### src/rtl/salc_pkg.sv
// Shared types and codes for the set-associative LRU cache simulator.
// No dependencies; imported by salc_ctrl, salc_dp and the top level.
package salc_pkg;

    localparam int ADDR_W     = 64;
    localparam int CMD_W      = 2;
    localparam int OUTC_W     = 2;
    localparam int CNT_W      = 32;
    localparam int CFG_IDX_W  = 2;
    localparam int CFG_DATA_W = 6;
    localparam int SETB_W     = 3;
    localparam int WAYS_W     = 4;
    localparam int BLKB_W     = 6;

    localparam logic [CMD_W-1:0] CMD_MODIFY = 2'd2;
    localparam logic [CMD_W-1:0] CMD_FETCH  = 2'd3;

    localparam logic [OUTC_W-1:0] OUTC_NONE  = 2'd0;
    localparam logic [OUTC_W-1:0] OUTC_HIT   = 2'd1;
    localparam logic [OUTC_W-1:0] OUTC_MISS  = 2'd2;
    localparam logic [OUTC_W-1:0] OUTC_EVICT = 2'd3;

    localparam logic [CFG_IDX_W-1:0] CFG_SET_BITS   = 2'd0;
    localparam logic [CFG_IDX_W-1:0] CFG_WAYS       = 2'd1;
    localparam logic [CFG_IDX_W-1:0] CFG_BLOCK_BITS = 2'd2;

    typedef struct packed {
        logic [CMD_W-1:0]  command;
        logic [ADDR_W-1:0] address;
    } req_t;

    typedef struct packed {
        logic [OUTC_W-1:0] outcome;
        logic              extra_hit;
        logic [CNT_W-1:0]  hit_total;
        logic [CNT_W-1:0]  miss_total;
        logic [CNT_W-1:0]  eviction_total;
    } rsp_t;

    typedef struct packed {
        logic clear_step;
        logic accept;
        logic read;
        logic look;
        logic scan;
        logic commit;
    } ctrl_cmd_t;

    typedef struct packed {
        logic clear_done;
        logic need_scan;
        logic scan_done;
        logic out_free;
    } ctrl_status_t;

endpackage

### src/rtl/salc_ctrl.sv
// Sequencer for the cache simulator: clearing pass, row read, lookup,
// victim scan and write-back. Depends on salc_pkg.
module salc_ctrl (
    input  logic                    clk,
    input  logic                    rst_n,
    input  logic                    req_valid,
    output logic                    req_stall,
    input  salc_pkg::ctrl_status_t  status,
    output salc_pkg::ctrl_cmd_t     cmd
);
    import salc_pkg::*;

    typedef enum logic [5:0] {
        S_CLEAR = 6'b000001,
        S_IDLE  = 6'b000010,
        S_READ  = 6'b000100,
        S_LOOK  = 6'b001000,
        S_SCAN  = 6'b010000,
        S_WRITE = 6'b100000
    } state_t;

    state_t state_reg;
    state_t state_next;

    always_ff @(posedge clk or negedge rst_n)
    begin
        if (!rst_n)
        begin
            state_reg <= S_CLEAR;
        end
        else
        begin
            state_reg <= state_next;
        end
    end

    always_comb
    begin
        state_next = state_reg;
        cmd        = '0;
        case (state_reg)
            S_CLEAR:
            begin
                cmd.clear_step = 1'b1;
                if (status.clear_done)
                begin
                    state_next = S_IDLE;
                end
            end
            S_IDLE:
            begin
                if (req_valid)
                begin
                    cmd.accept = 1'b1;
                    state_next = S_READ;
                end
            end
            S_READ:
            begin
                cmd.read   = 1'b1;
                state_next = S_LOOK;
            end
            S_LOOK:
            begin
                cmd.look   = 1'b1;
                state_next = status.need_scan ? S_SCAN : S_WRITE;
            end
            S_SCAN:
            begin
                cmd.scan = 1'b1;
                if (status.scan_done)
                begin
                    state_next = S_WRITE;
                end
            end
            S_WRITE:
            begin
                if (status.out_free)
                begin
                    cmd.commit = 1'b1;
                    state_next = S_IDLE;
                end
            end
            default:
            begin
                state_next = S_IDLE;
            end
        endcase
    end

    assign req_stall = (state_reg != S_IDLE);

endmodule

### config.mk
export PLATFORM = sky130hd
export DESIGN_NAME = salc_ctrl
export DESIGN_NICKNAME = d
export VERILOG_FILES = /design/src/rtl/salc_pkg.sv /design/src/rtl/salc_ctrl.sv
export SDC_FILE = /design/constraint.sdc
export NUM_CORES = 1
export LEC_CHECK = 0
export BUFFER_PORTS_ARGS = -buffer_cell sky130_fd_sc_hd__buf_2
export CORE_AREA = 8 8 45 47
export CTS_BUF_LIST = sky130_fd_sc_hd__clkbuf_8
export DETAILED_ROUTE_END_ITERATION = 7
export DIE_AREA = 0 0 53 55
export GPL_ROUTABILITY_DRIVEN = 0
export GPL_TIMING_DRIVEN = 0
export PLACE_DENSITY = 0.64
export RECOVER_POWER = 100
export SYNTH_ARGS = -nofsm -noshare
export SYNTH_HDL_FRONTEND = slang
export SYNTH_SLANG_ARGS = --single-unit
export TNS_END_PERCENT = 1
### constraint.sdc
create_clock -name clk -period 2.3 [get_ports clk]
set_clock_uncertainty 0.05 [all_clocks]
set_input_delay 0.69 -clock clk [delete_from_list [all_inputs] [get_ports clk]]
set_output_delay 0.69 -clock clk [all_outputs]
set_load 0.01 [all_outputs]
==> run_results.csv <==
group,metric,value,unit
power_and_ir_drop,switching_share,34.5,%
power_and_ir_drop,peakVddDrop,0.000444,V
worst_setup_path,crit_top_cell,"buf_6",
grt,antenna_found_initial,0,
cts,cts_buffer_depth,2,
final_layout,fin_nets,76,
final_layout,antennaDiodeCount,0,
cts,clk_latency,0.22,ns
die,design.core.area,1380,µm²
synth,synth_seq_area_share,36.7,%
synth,synth.distinct_cells,24,
job,drv_cap,0,
synth,yosysWarnings,0,
synth,synth_edf_count,0,
route,via_per_inst,4.67,
route,vias,392,
timing,max_slew_margin,78.1,%
cts,h-tree-depth,1,
timing,min_period,2.27,ns
worst_setup_path,cp_num_buf_inv,2,
final_layout,final_cell_mix,"11 x buf_2, 8 x nor2_1, 7 x buf_4, 4 x nand2_1, 4 x dfrtp_1",
power_and_ir_drop,leakage,0.304,nW
synth,ys_seq_elements,6,
route,drc_errors,0,
synth,syn-cell-area,413,µm²
final_layout,final_common_cell,"buf_2",
grt,grt-ovfl-total,0,
grt,grt_use_total,7.70,%
timing,setup_viol,0,
power_and_ir_drop,seqPwrFrac,21.7,%
placement,placed_area,498,µm²
power_and_ir_drop,p_comb_share,55.9,%
route,drt_first_pass_iters,4,
worst_setup_path,critPathTopFamily,"simple AND/OR/NAND/NOR gates",
die,die_y,55,µm
worst_setup_path,worstPathMaxFanout,6,
route,drt-total-wl,1.00,mm
synth,syn-num-nets,52,
grt,first_global_vias,376,
die,rows,14,
timing,tns,0,ns
final_layout,largest_reg_flops,6,
cts,postCtsHoldBufs,0,
final_layout,final_area,604,µm²
timing,max_freq,0.441,GHz
placement,io_buffers,13,
cts,cts_tree,"yes",
min_path,hold_path.class,"input pin to asynchronous set/reset pin",
worst_setup_path,crit_type,"register to primary output",
route,wl_per_cell,12.0,µm
cts,numCtsBuffers,3,
route,drt_iter0_markers,8,
timing,worstMarginPinSlew,0.326,ns
die,initial_core_util,29.8,%
cts,cts.sinks,6,
die,ioPinCount,14,
synth,syn_inst,45,
power_and_ir_drop,p_int,0.465,mW
grt,grt_pass1_wl,1.63,mm
worst_setup_path,cp-start-kind,"register",
placement,hpwl,743,µm
die,die_area,2920,µm²
timing,rsz0062_at_grt,"true",
synth,syn_avg_cell_area,9.18,µm²
die,dieWidth,53,µm
final_layout,finish.utilization,43.7,%
final_layout,syn_to_final_growth,46.4,%
timing,drv_slew,0,
synth,synth-main-ff-cell,"dfrtp_1",
cts,clk_pin_slew,0.04,ns
grt,grt_max_degree,10,
synth,synthArstFlopShare,100,%
worst_setup_path,cp.required,1.56,ns
power_and_ir_drop,switching_power,0.245,mW
worst_setup_path,critPathArrivalTime,1.53,ns
worst_setup_path,end_kind,"primary output",
power_and_ir_drop,pwr-share-clk,22.4,%
worst_setup_path,worstPathCellList,"or3_4 -> buf_6 -> nor2_4 -> and3_4 -> buf_6",
worst_setup_path,max_stage_delay,0.39,ns
final_layout,drive_gt1_share,51.5,%
worst_setup_path,crit_slowest_cell,"dfrtp_2",
cts,cts-root-buf,"clkbuf_8",
timing,period_share,98.7,%
timing,hold_violations,0,
power_and_ir_drop,p_per_area,1170,nW/µm²
route,ant_nets,0,
run_status,status,"finished, final reports clean",
## cells in the mapped netlist (2+ instances only)
| library cell | count | area share [%] |
|---|---|---|
| nor3_1 | 2 | 2.4 |
| buf_6 | 2 | 5.5 |
| nor2_4 | 2 | 5.5 |
| and3_2 | 2 | 3.6 |
| dfrtp_1 | 5 | 30 |
| nand2_1 | 4 | 3.6 |
| o31ai_1 | 2 | 3.6 |
| nor2_1 | 8 | 7.3 |
| and3_1 | 3 | 4.5 |
## power groups by stage
stage	Clock [mW]	Combinational (mW)	Sequential, mW
floorplan	0	0.234	0.154
global route	0.170	0.433	0.159
global placement	0	0.295	0.160
detailed placement	0	0.300	0.161
CTS	0.163	0.302	0.160
finish	0.159	0.397	0.154
## area by class of cell
cell class              count  area (µm²)
well taps                  16        20.0
fillers                   142         779
multi-input cells          35         238
clock inverters             1        3.75
flip-flops and latches      6         153
repair buffers             19         115
inverters                   1        3.75
clock buffers               3        41.3
plain buffers               3        30.0
## per-stage QoR
| stage | worst slack, ns | cells | total power [mW] | hold slack, ns |
|---|---|---|---|---|
| after CTS | 0.0101 | 78 | 0.625 | 0.235 |
| after global routing | -0.0258 | 84 | 0.762 | 0.320 |
| after global placement | 0.273 | 74 | 0.456 | 0.467 |
| after floorplan | 0.359 | 45 | 0.388 | 0.344 |
| after detailed placement | 0.254 | 74 | 0.461 | 0.467 |
| final | 0.0308 | 84 | 0.710 | 0.281 |
## final timing paths
path,from,end,slack [ns],cells past startpoint
min reg2reg,state_reg[4],state_reg[0],0.50,2
min,rst_n,state_reg[1],0.28,1
min in group clk,state_reg[4],state_reg[0],0.50,2
max reg2reg,state_reg[5],state_reg[1],0.79,6
max in group asynchronous,rst_n,state_reg[0],1.63,1
max,state_reg[5],cmd[4],0.03,5
## kinds of logic after synthesis
group / after synthesis / share of synthesized area, %
compound gates: 6 / 11.8
buf+inv: 4 / 8.18
flops: 6 / 36.7
simple gates: 29 / 43.3
## routing by layer
| metal | vias to the layer above | GRT usage, % | part of all wire (%) |
|---|---|---|---|
| li1 | 204 | - | - |
| met1 | 177 | 9.13 | 44 |
| met2 | 9 | 11.5 | 48 |
| met3 | 2 | 4.28 | 7.2 |
| met4 | 0 | 2.59 | 0.40 |
| met5 | - | 0 | 0 |
## timing repair
action                     in CTS  in global routing
setup buffers                   0                  6
setup endpoints to repair       0                  2
gates resized for setup         0                  4
(Power assumes the default switching activity.)
